$ cat src/hw/rtl/rrqq_pkg.sv
// Package with the shared types and codes of the round-robin quantum queue.
package rrqq_pkg;

    localparam logic [1:0] MODE_ADD      = 2'd0;
    localparam logic [1:0] MODE_DISPATCH = 2'd1;
    localparam logic [1:0] MODE_AVERAGE  = 2'd2;

    localparam logic [2:0] STATUS_REQUEUED = 3'd0;
    localparam logic [2:0] STATUS_FINISHED = 3'd1;
    localparam logic [2:0] STATUS_EMPTY    = 3'd2;
    localparam logic [2:0] STATUS_AVERAGE  = 3'd3;
    localparam logic [2:0] STATUS_OVERFLOW = 3'd4;
    localparam logic [2:0] STATUS_BADMODE  = 3'd5;

    localparam logic [23:0] MEAN_MAX = 24'hFF_FFFF;

    typedef struct packed {
        logic [1:0]  mode;
        logic [15:0] burst;
    } cmd_t;

    typedef struct packed {
        logic [2:0]  status;
        logic [15:0] run_time;
        logic [23:0] mean_value;
        logic [6:0]  jobs_left;
    } result_t;

    typedef enum logic [1:0] {
        OP_ADD,
        OP_DISPATCH,
        OP_AVERAGE,
        OP_BADMODE
    } op_kind_t;

    typedef struct packed {
        op_kind_t    kind;
        logic [15:0] burst;
    } op_t;

    typedef enum logic [1:0] {
        BK_IDLE,
        BK_DISPATCH,
        BK_DIVIDE
    } back_state_t;

endpackage

$ cat src/hw/rtl/rrqq_ram.sv
// Generic single-write, single-read RAM with a registered read port.
module rrqq_ram #(
    parameter int WIDTH = 16,
    parameter int DEPTH = 64
) (
    input  logic                     clk,
    input  logic                     we,
    input  logic [$clog2(DEPTH)-1:0] waddr,
    input  logic [WIDTH-1:0]         wdata,
    input  logic [$clog2(DEPTH)-1:0] raddr,
    output logic [WIDTH-1:0]         rdata
);

    logic [WIDTH-1:0] mem [DEPTH];
    logic [WIDTH-1:0] rdata_reg;

    always_ff @(posedge clk)
    begin
        if (we)
        begin
            mem[waddr] <= wdata;
        end
        rdata_reg <= mem[raddr];
    end

    assign rdata = rdata_reg;

endmodule

$ cat src/hw/rtl/rrqq_div.sv
// Restoring unsigned divider that produces one quotient bit per cycle.
module rrqq_div #(
    parameter int DVD_W = 30,
    parameter int DSR_W = 7
) (
    input  logic             clk,
    input  logic             rst_n,
    input  logic             start,
    input  logic [DVD_W-1:0] dividend,
    input  logic [DSR_W-1:0] divisor,
    output logic             done,
    output logic [DVD_W-1:0] quotient
);

    localparam int CNT_W = $clog2(DVD_W + 1);

    logic             run_reg, run_next;
    logic             done_reg, done_next;
    logic [CNT_W-1:0] cnt_reg, cnt_next;
    logic [DVD_W-1:0] quo_reg, quo_next;
    logic [DSR_W-1:0] rem_reg, rem_next;
    logic [DSR_W-1:0] dsr_reg, dsr_next;
    logic [DSR_W:0]   trial;
    logic [DSR_W:0]   diff;
    logic             ge;

    assign trial = {rem_reg, quo_reg[DVD_W-1]};
    assign diff  = trial - {1'b0, dsr_reg};
    assign ge    = (trial >= {1'b0, dsr_reg});

    always_comb
    begin
        run_next  = run_reg;
        done_next = 1'b0;
        cnt_next  = cnt_reg;
        quo_next  = quo_reg;
        rem_next  = rem_reg;
        dsr_next  = dsr_reg;
        if (start)
        begin
            run_next = 1'b1;
            cnt_next = CNT_W'(DVD_W);
            quo_next = dividend;
            rem_next = '0;
            dsr_next = divisor;
        end
        else if (run_reg)
        begin
            quo_next = {quo_reg[DVD_W-2:0], ge};
            rem_next = ge ? diff[DSR_W-1:0] : trial[DSR_W-1:0];
            cnt_next = cnt_reg - CNT_W'(1);
            if (cnt_reg == CNT_W'(1))
            begin
                run_next  = 1'b0;
                done_next = 1'b1;
            end
        end
    end

    always_ff @(posedge clk or negedge rst_n)
    begin
        if (!rst_n)
        begin
            run_reg  <= 1'b0;
            done_reg <= 1'b0;
            cnt_reg  <= '0;
        end
        else
        begin
            run_reg  <= run_next;
            done_reg <= done_next;
            cnt_reg  <= cnt_next;
        end
    end

    always_ff @(posedge clk)
    begin
        quo_reg <= quo_next;
        rem_reg <= rem_next;
        dsr_reg <= dsr_next;
    end

    assign done     = done_reg;
    assign quotient = quo_reg;

endmodule

$ cat src/hw/rtl/rrqq_front.sv
// Front end: accepts commands, classifies them and holds them in a two-entry queue.
module rrqq_front #(
    parameter int BURST_BITS = 16
) (
    input  logic                 clk,
    input  logic                 rst_n,
    input  logic                 start,
    output logic                 busy,
    input  rrqq_pkg::cmd_t       cmd,
    output logic                 op_valid,
    output rrqq_pkg::op_t        op,
    input  logic                 op_pop
);

    rrqq_pkg::op_t              entry_reg [2];
    logic                       wr_ptr_reg, wr_ptr_next;
    logic                       rd_ptr_reg, rd_ptr_next;
    logic [1:0]                 fill_reg, fill_next;
    logic                       accept;
    logic                       push;
    logic [BURST_BITS+15:0]     burst_wide;
    rrqq_pkg::op_t              new_op;

    assign busy       = (fill_reg == 2'd2);
    assign accept     = start && !busy;
    assign burst_wide = (BURST_BITS + 16)'(cmd.burst);

    always_comb
    begin
        new_op.burst = cmd.burst;
        unique case (cmd.mode)
            rrqq_pkg::MODE_ADD:      new_op.kind = rrqq_pkg::OP_ADD;
            rrqq_pkg::MODE_DISPATCH: new_op.kind = rrqq_pkg::OP_DISPATCH;
            rrqq_pkg::MODE_AVERAGE:  new_op.kind = rrqq_pkg::OP_AVERAGE;
            default:                 new_op.kind = rrqq_pkg::OP_BADMODE;
        endcase
    end

    // An add of a zero burst changes nothing and reports nothing, so it is dropped here.
    assign push = accept &&
                  !((new_op.kind == rrqq_pkg::OP_ADD) && (burst_wide[BURST_BITS-1:0] == '0));

    always_comb
    begin
        wr_ptr_next = push ? !wr_ptr_reg : wr_ptr_reg;
        rd_ptr_next = op_pop ? !rd_ptr_reg : rd_ptr_reg;
        fill_next   = fill_reg + 2'(push) - 2'(op_pop);
    end

    always_ff @(posedge clk or negedge rst_n)
    begin
        if (!rst_n)
        begin
            wr_ptr_reg <= 1'b0;
            rd_ptr_reg <= 1'b0;
            fill_reg   <= 2'd0;
        end
        else
        begin
            wr_ptr_reg <= wr_ptr_next;
            rd_ptr_reg <= rd_ptr_next;
            fill_reg   <= fill_next;
        end
    end

    always_ff @(posedge clk)
    begin
        if (push)
        begin
            entry_reg[wr_ptr_reg] <= new_op;
        end
    end

    assign op_valid = (fill_reg != 2'd0);
    assign op       = entry_reg[rd_ptr_reg];

endmodule

$ cat src/hw/rtl/rrqq_back.sv
// Back end: job ring, running sum, quantum register and result generation.
module rrqq_back #(
    parameter int QUEUE_DEPTH = 64,
    parameter int BURST_BITS  = 16
) (
    input  logic                 clk,
    input  logic                 rst_n,
    input  logic                 op_valid,
    input  rrqq_pkg::op_t        op,
    output logic                 op_pop,
    input  logic                 quantum_we,
    input  logic [15:0]          quantum_data,
    output logic                 result_valid,
    output rrqq_pkg::result_t    result
);

    localparam int PTR_W = $clog2(QUEUE_DEPTH);
    localparam int CNT_W = $clog2(QUEUE_DEPTH + 1);
    localparam int SUM_W = BURST_BITS + CNT_W;
    localparam int DVD_W = SUM_W + 8;
    localparam int WIDE  = BURST_BITS + 16;

    rrqq_pkg::back_state_t state_reg, state_next;

    logic [PTR_W-1:0]      head_reg, head_next;
    logic [PTR_W-1:0]      tail_reg, tail_next;
    logic [CNT_W-1:0]      count_reg, count_next;
    logic [SUM_W-1:0]      sum_reg, sum_next;
    logic [15:0]           quantum_reg;
    logic                  res_valid_reg, res_valid_next;
    rrqq_pkg::result_t     res_reg, res_next;

    logic                  ram_we;
    logic [BURST_BITS-1:0] ram_wdata;
    logic [BURST_BITS-1:0] ram_rdata;
    logic                  div_start;
    logic                  div_done;
    logic [DVD_W-1:0]      div_quo;
    logic [DVD_W+23:0]     quo_wide;
    logic [23:0]           mean;

    logic [WIDE-1:0]       burst_wide;
    logic [WIDE-1:0]       job_wide;
    logic [WIDE-1:0]       quantum_wide;
    logic [WIDE-1:0]       remain_wide;
    logic [CNT_W+6:0]      count_wide;
    logic [CNT_W+6:0]      count_dec_wide;
    logic [PTR_W-1:0]      head_inc;
    logic [PTR_W-1:0]      tail_inc;
    logic                  full;
    logic                  empty;
    logic                  longer;

    rrqq_ram #(
        .WIDTH (BURST_BITS),
        .DEPTH (QUEUE_DEPTH)
    ) u_job_ram (
        .clk   (clk),
        .we    (ram_we),
        .waddr (tail_reg),
        .wdata (ram_wdata),
        .raddr (head_reg),
        .rdata (ram_rdata)
    );

    rrqq_div #(
        .DVD_W (DVD_W),
        .DSR_W (CNT_W)
    ) u_div (
        .clk      (clk),
        .rst_n    (rst_n),
        .start    (div_start),
        .dividend ({sum_reg, 8'd0}),
        .divisor  (count_reg),
        .done     (div_done),
        .quotient (div_quo)
    );

    assign burst_wide     = WIDE'(op.burst);
    assign job_wide       = WIDE'(ram_rdata);
    assign quantum_wide   = WIDE'(quantum_reg);
    assign remain_wide    = job_wide - quantum_wide;
    assign longer         = (job_wide > quantum_wide);
    assign count_wide     = (CNT_W + 7)'(count_reg);
    assign count_dec_wide = (CNT_W + 7)'(count_reg - CNT_W'(1));
    assign head_inc       = (head_reg == PTR_W'(QUEUE_DEPTH - 1)) ? '0 : head_reg + PTR_W'(1);
    assign tail_inc       = (tail_reg == PTR_W'(QUEUE_DEPTH - 1)) ? '0 : tail_reg + PTR_W'(1);
    assign full           = (count_reg == CNT_W'(QUEUE_DEPTH));
    assign empty          = (count_reg == '0);
    assign quo_wide       = (DVD_W + 24)'(div_quo);
    assign mean           = (quo_wide[DVD_W+23:24] != '0) ? rrqq_pkg::MEAN_MAX : quo_wide[23:0];

    always_comb
    begin
        state_next = state_reg;
        unique case (state_reg)
            rrqq_pkg::BK_IDLE:
            begin
                if (op_valid && !empty)
                begin
                    if (op.kind == rrqq_pkg::OP_DISPATCH)
                    begin
                        state_next = rrqq_pkg::BK_DISPATCH;
                    end
                    else if (op.kind == rrqq_pkg::OP_AVERAGE)
                    begin
                        state_next = rrqq_pkg::BK_DIVIDE;
                    end
                end
            end
            rrqq_pkg::BK_DISPATCH:
            begin
                state_next = rrqq_pkg::BK_IDLE;
            end
            rrqq_pkg::BK_DIVIDE:
            begin
                if (div_done)
                begin
                    state_next = rrqq_pkg::BK_IDLE;
                end
            end
            default:
            begin
                state_next = rrqq_pkg::BK_IDLE;
            end
        endcase
    end

    always_comb
    begin
        head_next      = head_reg;
        tail_next      = tail_reg;
        count_next     = count_reg;
        sum_next       = sum_reg;
        op_pop         = 1'b0;
        ram_we         = 1'b0;
        ram_wdata      = burst_wide[BURST_BITS-1:0];
        div_start      = 1'b0;
        res_valid_next = 1'b0;
        res_next       = '0;
        res_next.jobs_left = count_wide[6:0];
        unique case (state_reg)
            rrqq_pkg::BK_IDLE:
            begin
                if (op_valid)
                begin
                    op_pop = 1'b1;
                    unique case (op.kind)
                        rrqq_pkg::OP_ADD:
                        begin
                            if (full)
                            begin
                                res_valid_next  = 1'b1;
                                res_next.status = rrqq_pkg::STATUS_OVERFLOW;
                            end
                            else
                            begin
                                ram_we     = 1'b1;
                                tail_next  = tail_inc;
                                count_next = count_reg + CNT_W'(1);
                                sum_next   = sum_reg + SUM_W'(burst_wide[BURST_BITS-1:0]);
                            end
                        end
                        rrqq_pkg::OP_DISPATCH:
                        begin
                            if (empty)
                            begin
                                res_valid_next  = 1'b1;
                                res_next.status = rrqq_pkg::STATUS_EMPTY;
                            end
                        end
                        rrqq_pkg::OP_AVERAGE:
                        begin
                            if (empty)
                            begin
                                res_valid_next  = 1'b1;
                                res_next.status = rrqq_pkg::STATUS_EMPTY;
                            end
                            else
                            begin
                                div_start = 1'b1;
                            end
                        end
                        default:
                        begin
                            res_valid_next  = 1'b1;
                            res_next.status = rrqq_pkg::STATUS_BADMODE;
                        end
                    endcase
                end
            end
            rrqq_pkg::BK_DISPATCH:
            begin
                res_valid_next = 1'b1;
                head_next      = head_inc;
                if (longer)
                begin
                    // The job keeps its place in the count and returns to the tail.
                    ram_we            = 1'b1;
                    ram_wdata         = remain_wide[BURST_BITS-1:0];
                    tail_next         = tail_inc;
                    sum_next          = sum_reg - quantum_wide[SUM_W-1:0];
                    res_next.status   = rrqq_pkg::STATUS_REQUEUED;
                    res_next.run_time = quantum_reg;
                end
                else
                begin
                    count_next         = count_reg - CNT_W'(1);
                    sum_next           = sum_reg - SUM_W'(ram_rdata);
                    res_next.status    = rrqq_pkg::STATUS_FINISHED;
                    res_next.run_time  = job_wide[15:0];
                    res_next.jobs_left = count_dec_wide[6:0];
                end
            end
            rrqq_pkg::BK_DIVIDE:
            begin
                if (div_done)
                begin
                    res_valid_next      = 1'b1;
                    res_next.status     = rrqq_pkg::STATUS_AVERAGE;
                    res_next.mean_value = mean;
                end
            end
            default:
            begin
                res_valid_next = 1'b0;
            end
        endcase
    end

    always_ff @(posedge clk or negedge rst_n)
    begin
        if (!rst_n)
        begin
            state_reg     <= rrqq_pkg::BK_IDLE;
            head_reg      <= '0;
            tail_reg      <= '0;
            count_reg     <= '0;
            sum_reg       <= '0;
            quantum_reg   <= 16'd1;
            res_valid_reg <= 1'b0;
        end
        else
        begin
            state_reg     <= state_next;
            head_reg      <= head_next;
            tail_reg      <= tail_next;
            count_reg     <= count_next;
            sum_reg       <= sum_next;
            res_valid_reg <= res_valid_next;
            if (quantum_we)
            begin
                quantum_reg <= quantum_data;
            end
        end
    end

    always_ff @(posedge clk)
    begin
        res_reg <= res_next;
    end

    assign result_valid = res_valid_reg;
    assign result       = res_reg;

endmodule

$ cat src/hw/rtl/round_robin_quantum_queue.sv
// Top level of the round-robin quantum queue: front end, command queue and back end.
//
//  Channel        Ports                        Transfer
//  command in     start, busy, cmd             start high while busy is low
//  quantum write  quantum_we, quantum_data     quantum_we high
//  result out     result_valid, result         one-cycle strobe, always taken
//
// An add is handled in the back end's idle state, and a dispatch passes through the idle
// and dispatch states (ring read, then compare and write-back through the single RAM
// write port). An average query runs the restoring divider over a dividend of
// BURST_BITS + clog2(QUEUE_DEPTH+1) + 8 bits. Results are registered in the back end.
// Reset clears the ring pointers, job count, sum and queue and sets the quantum to 1.
// busy rises when the two-entry command queue is full; results cannot be stalled.
module round_robin_quantum_queue #(
    parameter int QUEUE_DEPTH = 64,
    parameter int BURST_BITS  = 16
) (
    input  logic              clk,
    input  logic              rst_n,
    input  logic              start,
    output logic              busy,
    input  rrqq_pkg::cmd_t    cmd,
    input  logic              quantum_we,
    input  logic [15:0]       quantum_data,
    output logic              result_valid,
    output rrqq_pkg::result_t result
);

    logic          op_valid;
    logic          op_pop;
    rrqq_pkg::op_t op;

    rrqq_front #(
        .BURST_BITS (BURST_BITS)
    ) u_front (
        .clk      (clk),
        .rst_n    (rst_n),
        .start    (start),
        .busy     (busy),
        .cmd      (cmd),
        .op_valid (op_valid),
        .op       (op),
        .op_pop   (op_pop)
    );

    rrqq_back #(
        .QUEUE_DEPTH (QUEUE_DEPTH),
        .BURST_BITS  (BURST_BITS)
    ) u_back (
        .clk          (clk),
        .rst_n        (rst_n),
        .op_valid     (op_valid),
        .op           (op),
        .op_pop       (op_pop),
        .quantum_we   (quantum_we),
        .quantum_data (quantum_data),
        .result_valid (result_valid),
        .result       (result)
    );

endmodule
$ cat config.mk
export PLATFORM = sky130hd
export DESIGN_NAME = round_robin_quantum_queue
export DESIGN_NICKNAME = d
export VERILOG_FILES = /design/src/hw/rtl/rrqq_pkg.sv /design/src/hw/rtl/rrqq_ram.sv /design/src/hw/rtl/rrqq_div.sv /design/src/hw/rtl/rrqq_front.sv /design/src/hw/rtl/rrqq_back.sv /design/src/hw/rtl/round_robin_quantum_queue.sv
export SDC_FILE = /design/constraint.sdc
export NUM_CORES = 2
export LEC_CHECK = 0
export ABC_AREA = 1
export BUFFER_PORTS_ARGS = -buffer_cell sky130_fd_sc_hd__buf_2
export CORE_MARGIN = 1.5
export CORE_UTILIZATION = 38
export DETAILED_ROUTE_END_ITERATION = 7
export GPL_TIMING_DRIVEN = 0
export PLACE_DENSITY = 0.62
export SKIP_LAST_GASP = 1
export SYNTH_ARGS = -nofsm -noshare
export SYNTH_HDL_FRONTEND = slang
export SYNTH_SLANG_ARGS = --single-unit
$ cat constraint.sdc
create_clock -name clk -period 8.7 [get_ports clk]
set_clock_uncertainty 0.2 [all_clocks]
set_input_delay 1.74 -clock clk [delete_from_list [all_inputs] [get_ports clk]]
set_output_delay 1.74 -clock clk [all_outputs]
set_load 0.01 [all_outputs]
=== Word-level counts from Yosys, hierarchy flattened ===
Memory sizes are Yosys's and may differ from the RTL's. A register that Yosys moved wholly into a read port is not among the register bits.
Cells that the tools add are included.

* Flip-flop bits (word level): 167
* RAM bits: 1060
* Output and inout port bits: 52
* Memories kept: 2

* Add/subtract/negate cells: 13
* $lt $le $gt $ge: 2
* Equality and inequality tests: 19
* Muxes and demuxes: 67
* Reductions and logical operators: 25

{| class="wikitable"
|+ Memory list
! name !! words !! bits a word !! read ports !! clocked after memory_dff !! wr ports !! line !! RTL
|-
| u_back.u_job_ram.mem || 64 || 16 || 1 || 1 || 1 || rrqq_ram.sv:14 || <nowiki>logic [WIDTH-1:0] mem [DEPTH];</nowiki>
|-
| u_front.entry_reg || 2 || 18 || 1 || 0 || 1 || rrqq_front.sv:15 || <nowiki>rrqq_pkg::op_t entry_reg [2];</nowiki>
|}

{| class="wikitable"
|+ Operators by type and width
! operator !! number
|-
| $mux W23 || 4
|-
| $mux W31 || 2
|-
| $mux W7 || 7
|-
| $pmux W23 S2 || 1
|-
| $sub A23 B16 Y23 || 2
|-
| $mux W6 || 6
|-
| $mux W16 || 2
|-
| $reduce_bool A31 Y1 || 1
|-
| $mux W1 || 24
|-
| $mux W24 || 1
|-
| $add A23 B16 Y23 || 1
|-
| $mux W17 || 1
|-
| $gt A16 B16 Y1 || 1
|-
| $logic_not A16 Y1 || 1
|-
| $sub A16 B16 Y16 || 1
|-
| $pmux W7 S2 || 1
|-
| $sub A7 B1 Y7 const B || 2
|-
| $add A6 B1 Y6 const B || 2
|-
| $eq A6 B6 Y1 const B || 2
|-
| $mux W2 || 6
|-
| $pmux W6 S2 || 1
|-
| $mux W5 || 2
|-
| $reduce_and A5 Y1 || 2
|-
| $pmux W3 S3 || 1
|-
| 28 further kinds || 52
|}

=== Depth between registers and ports, before layout ===
* Depth after elaboration: 8
* Gate-level depth with buffers: 28
* Mapped depth without buffers: 28

=== Cells and area by module ===
A second synthesis with hierarchy kept.

* Cells, all modules: 5024
* Area, all modules: 53791.6 um2

{| class="wikitable"
|+ By module, submodules not included
! module !! times used !! cells an instance !! area each (um2)
|-
| rrqq_ram || 1 || 3517 || 42099.1
|-
| rrqq_back || 1 || 1118 || 7497.2
|-
| rrqq_div || 1 || 293 || 2602.5
|-
| rrqq_front || 1 || 96 || 1592.8
|}

=== Least setup slack after synthesis ===
Ideal clock, no wire load.

* Path type: register to register
* Start point: register u_back.u_job_ram.rdata_reg[0], in the netlist u_back.u_job_ram.rdata[0], read port of u_back.u_job_ram.mem
* End point: memory u_back.u_job_ram.mem[0][9] (data pin)
* Arrival time: 4.392 ns
* Data required time: 7.798 ns
* Setup slack: 3.407 ns
* Stages on the path, launching flop included: 12
* Cell sequence: dfxtp_1 > inv_1 > ha_1 > fa_1 > o21ai_2 > nand2_1 > nand2_1 > nand2_1 > nand2_4 > nand3_4 > buf_2 > o21ai_0

* Word-level cells in the longest chain between the ends: 3

{| class="wikitable"
|+ Ends and longest elaborated chain
! what !! line !! RTL
|-
| start, declared || rrqq_ram.sv:15 || <nowiki>logic [WIDTH-1:0] rdata_reg;</nowiki>
|-
| $sub A16 B16 Y16 or $gt A16 B16 Y1 (tied branches) || rrqq_back.sv:82, rrqq_back.sv:83 ||
|-
| $mux W16 (*) || rrqq_back.sv:196 || <nowiki>if (longer)</nowiki>
|-
| $mux W16 (*) || rrqq_back.sv:142 || <nowiki>unique case (state_reg)</nowiki>
|-
| net u_back.ram_wdata[9] || rrqq_back.sv:34 || <nowiki>logic [BURST_BITS-1:0] ram_wdata;</nowiki>
|-
| end, declared || rrqq_ram.sv:14 ||
|}

Mark *: on every way through the listed nets, which the timed path passes. The rest lies on a longest branch.

=== Worst setup path in the final report ===
* Start point: register u_back.u_job_ram.rdata_reg[0], in the netlist u_back.u_job_ram.rdata[0], read port of u_back.u_job_ram.mem
* End point: register u_back.sum_reg[12]

* Word-level cells in the longest chain between the ends: 3

{| class="wikitable"
|+ Ends and longest elaborated chain
! what !! line !! RTL
|-
| $sub A23 B16 Y23 or $gt A16 B16 Y1 (tied branches) || rrqq_back.sv:209, rrqq_back.sv:83 ||
|-
| $mux W23 (*) || rrqq_back.sv:196 ||
|-
| $pmux W23 S2 (*) || rrqq_back.sv:142 ||
|-
| end signal, assigned || rrqq_back.sv:249 || <nowiki>sum_reg <= sum_next;</nowiki>
|-
| end, declared || rrqq_back.sv:28 || <nowiki>logic [SUM_W-1:0] sum_reg, sum_next;</nowiki>
|}

Every way passes the cells marked *; elsewhere a longest branch is shown, timed or not.
A chain may end at the register's enable or synchronous reset.

==> impl_metrics.tcl <==
set metrics [dict create \
    setup_slack_ns 3.81 \
    clk_pin_slew_worst_paths_ns 0.06 \
    p_per_area_nw_per_um2 354 \
    synth_nets 4717 \
    cts_tree "done" \
    dp.cells 6575 \
    cts_resized 0 \
    drive_gt1_frac 0.111 \
    syn-cell-area_um2 52100 \
    ys_warn_count 0 \
    numCtsBuffers 131 \
    rows 135 \
    hold_violations 0 \
    drtAntennaViolNets 0 \
    crit_arrival_ns 5.35 \
    yosysSeqAreaShare 0.695 \
    h-tree-depth 4 \
    tightest_slew_ns 1.29 \
    clock-sinks 1243 \
    die_w_um 373 \
    ir_worst_vdd_mv 0.218 \
    clk_latency_ns 0.78 \
    critPathKind "reg -> reg" \
    dp_hpwl_mm 132 \
    post-route-period-util 0.562 \
    seq_area_um2 36200 \
    cap_violations 0 \
    grt_usage 0.260 \
    grt-ovfl-total 0 \
    post-route-min-period_ns 4.89 \
    n_fill_cell 12400 \
    synth-edff-count 1090 \
    status "complete, no violations" \
    largest_reg_flops 1024 \
    dpl_worst_slack_ns 3.87 \
    p_leak_nw 21.9 \
    core_area_um2 136000 \
    hold_class "reg -> reg" \
    max_freq_mhz 204 \
    vias 39000 \
    cts_setup_buffers 0 \
    syn_avg_cell_area_um2 11.3 \
    synth_cell_type_count 49 \
    synth_flop_cell "edfxtp_1" \
    synth_cells 4618 \
    yosys_register_bits 1243 \
    async_flop_share 0.0579 \
    cts-hold-fix-buffers 0 \
    antenna_found_initial 10 \
    slew_headroom 0.140 \
    grt_pass1_vias 36100 \
    grt_pass1_wl_mm 259 \
    crit_path_end_kind "register" \
    final_common_cell "edfxtp_1" \
    drv_slew 0 \
    initial_utilization 0.384 \
    cts-root-buf "clkbuf_16" \
    path_max_fanout 10 \
    area_growth_pct 16.9 \
    drt-initial-drc-count 5910 \
    wl_per_cell_um 27.2 \
    multi_input_area_um2 14200 \
    start_kind "register" \
    grt_max_degree 65 \
    fp.dieH_um 373 \
    fin_nets 5026 \
    remaining_drc_errors 0 \
    final_cells 6817 \
    final_cell_mix "edfxtp_1, nor2_1, nand2_1" \
    die_area_um2 139000 \
    cts_max_path_buffers 3 \
    finalSetupViolations 0 \
    crit_required_ns 9.16 \
    ioPinCount 90 \
    io_buffer_count 89 \
    gp_congestion 0.985 \
    wirelength_mm 186 \
    viasPerCell 5.71 \
    rsz0062_at_grt "false" \
    setup-tns-final_ns 0 \
    firstDrtPassIters 6 \
]
## power breakdown
| part | switching [W] | internal, W | leakage, nW |
|---|---|---|---|
| clock network | 0.00242 | 0.00310 | 2.03 |
| logic | 0.00608 | 0.00201 | 8.43 |
| registers | 0.000213 | 0.00769 | 11.5 |
| total | 0.00871 | 0.0128 | 21.9 |
## metal layers
layer / GRT usage / up-vias / share of wire
li1: - / 17000 / -
met1: 0.341 / 19000 / 0.38
met2: 0.398 / 2524 / 0.44
met3: 0.0678 / 502 / 0.12
met4: 0.135 / 2 / 0.058
met5: 0 / - / 0.000070
## final timing paths
check / start / to / slack (ns) / cells past startpoint
max: u_back.u_job_ram.rdata[0] / u_back.sum_reg[12] / 3.81 / 25
min reg2reg: u_back.count_reg[2] / u_back.u_div.dsr_reg[2] / 0.24 / 0
max reg2reg: u_back.u_job_ram.rdata[0] / u_back.sum_reg[12] / 3.81 / 25
min: u_back.count_reg[2] / u_back.u_div.dsr_reg[2] / 0.24 / 0
min in group asynchronous: rst_n / u_back.count_reg[4] / 0.67 / 1
max in group asynchronous: rst_n / u_back.quantum_reg[0] / 6.94 / 2
## worst max-delay path, cell delays in order (launching register included)
cell     delay [ns]
dfxtp_1        0.40
inv_1          0.07
ha_1           0.24
fa_1           0.43
o21ai_2        0.24
nand2_1        0.08
nand2_1        0.17
nand2_1        0.12
nand2_4        0.16
nand3_4        0.20
inv_1          0.36
nand2_1        0.12
nand3_1        0.23
ha_1           0.20
inv_1          0.06
fa_1           0.40
nand2_1        0.10
nand2_1        0.08
and2_1         0.19
nand2_1        0.07
nand2_1        0.11
nand2_1        0.08
nand2_1        0.06
or2_2          0.27
nand3_1        0.08
nand2_1        0.05
## cell families after synthesis
kind of cell	count (synthesis)	share of synthesized area
AND/OR/NAND/NOR	1799	0.140
flip-flops	1243	0.695
buffers and inverters	491	0.0379
multiplexers	2	0.000409
XOR/XNOR	43	0.00723
adder cells (fa/ha/maj)	61	0.0151
AO/OA/AOI/OAI	979	0.105
## cell usage after synthesis (2+ instances only)
master / number / area (um^2)
inv_1: 233 / 875
dfrtp_1: 71 / 1780
nand3_1: 206 / 1030
fa_1: 3 / 60.1
a21oi_1: 108 / 541
nand3b_1: 9 / 67.6
or2_2: 10 / 62.6
nand2_1: 692 / 2600
inv_2: 4 / 15.0
buf_1: 15 / 56.3
clkinv_1: 5 / 18.8
a31oi_1: 10 / 62.6
o221ai_1: 4 / 35.0
o211ai_1: 127 / 953
nor2_1: 796 / 2990
nand2_2: 10 / 62.6
xor2_1: 26 / 228
nor2_2: 5 / 31.3
clkbuf_1: 152 / 571
nand2_4: 2 / 22.5
dfxtp_1: 81 / 1620
o21bai_1: 7 / 52.6
nor4_1: 7 / 43.8
xnor2_1: 17 / 149
nor3_1: 20 / 100
buf_2: 72 / 360
nand3_2: 2 / 20.0
o22ai_1: 121 / 757
a21o_1: 2 / 15.0
a22o_1: 2 / 17.5
o21ai_0: 573 / 2870
ha_1: 58 / 726
o21ai_1: 20 / 100
buf_4: 9 / 67.6
edfxtp_1: 1090 / 32700
nand4_1: 36 / 225
## final cells by class
class                   count  area share
clock inverters            68     0.00853
flip-flops and latches   1243       0.594
clock buffers             170      0.0601
inverters                 242      0.0149
plain buffers             249      0.0175
diodes                      4    0.000165
multi-input cells        2884       0.234
repair buffers            176      0.0341
well taps                1781      0.0366
## metrics by stage
step	util	total power, W	hold WS (ns)	instance area [um^2]
6_report	0.449	0.0215	0.243	60800
5_1_grt	0.449	0.0222	0.263	60800
4_1_cts	0.449	0.0213	0.244	60800
3_5_place_dp	0.418	0.0158	0.227	56700
3_3_place_gp	0.404	0.0156	0.226	54700
2_1_floorplan	-	0.0123	0.220	52100
Note: power is estimated with default switching activity, not from simulation.
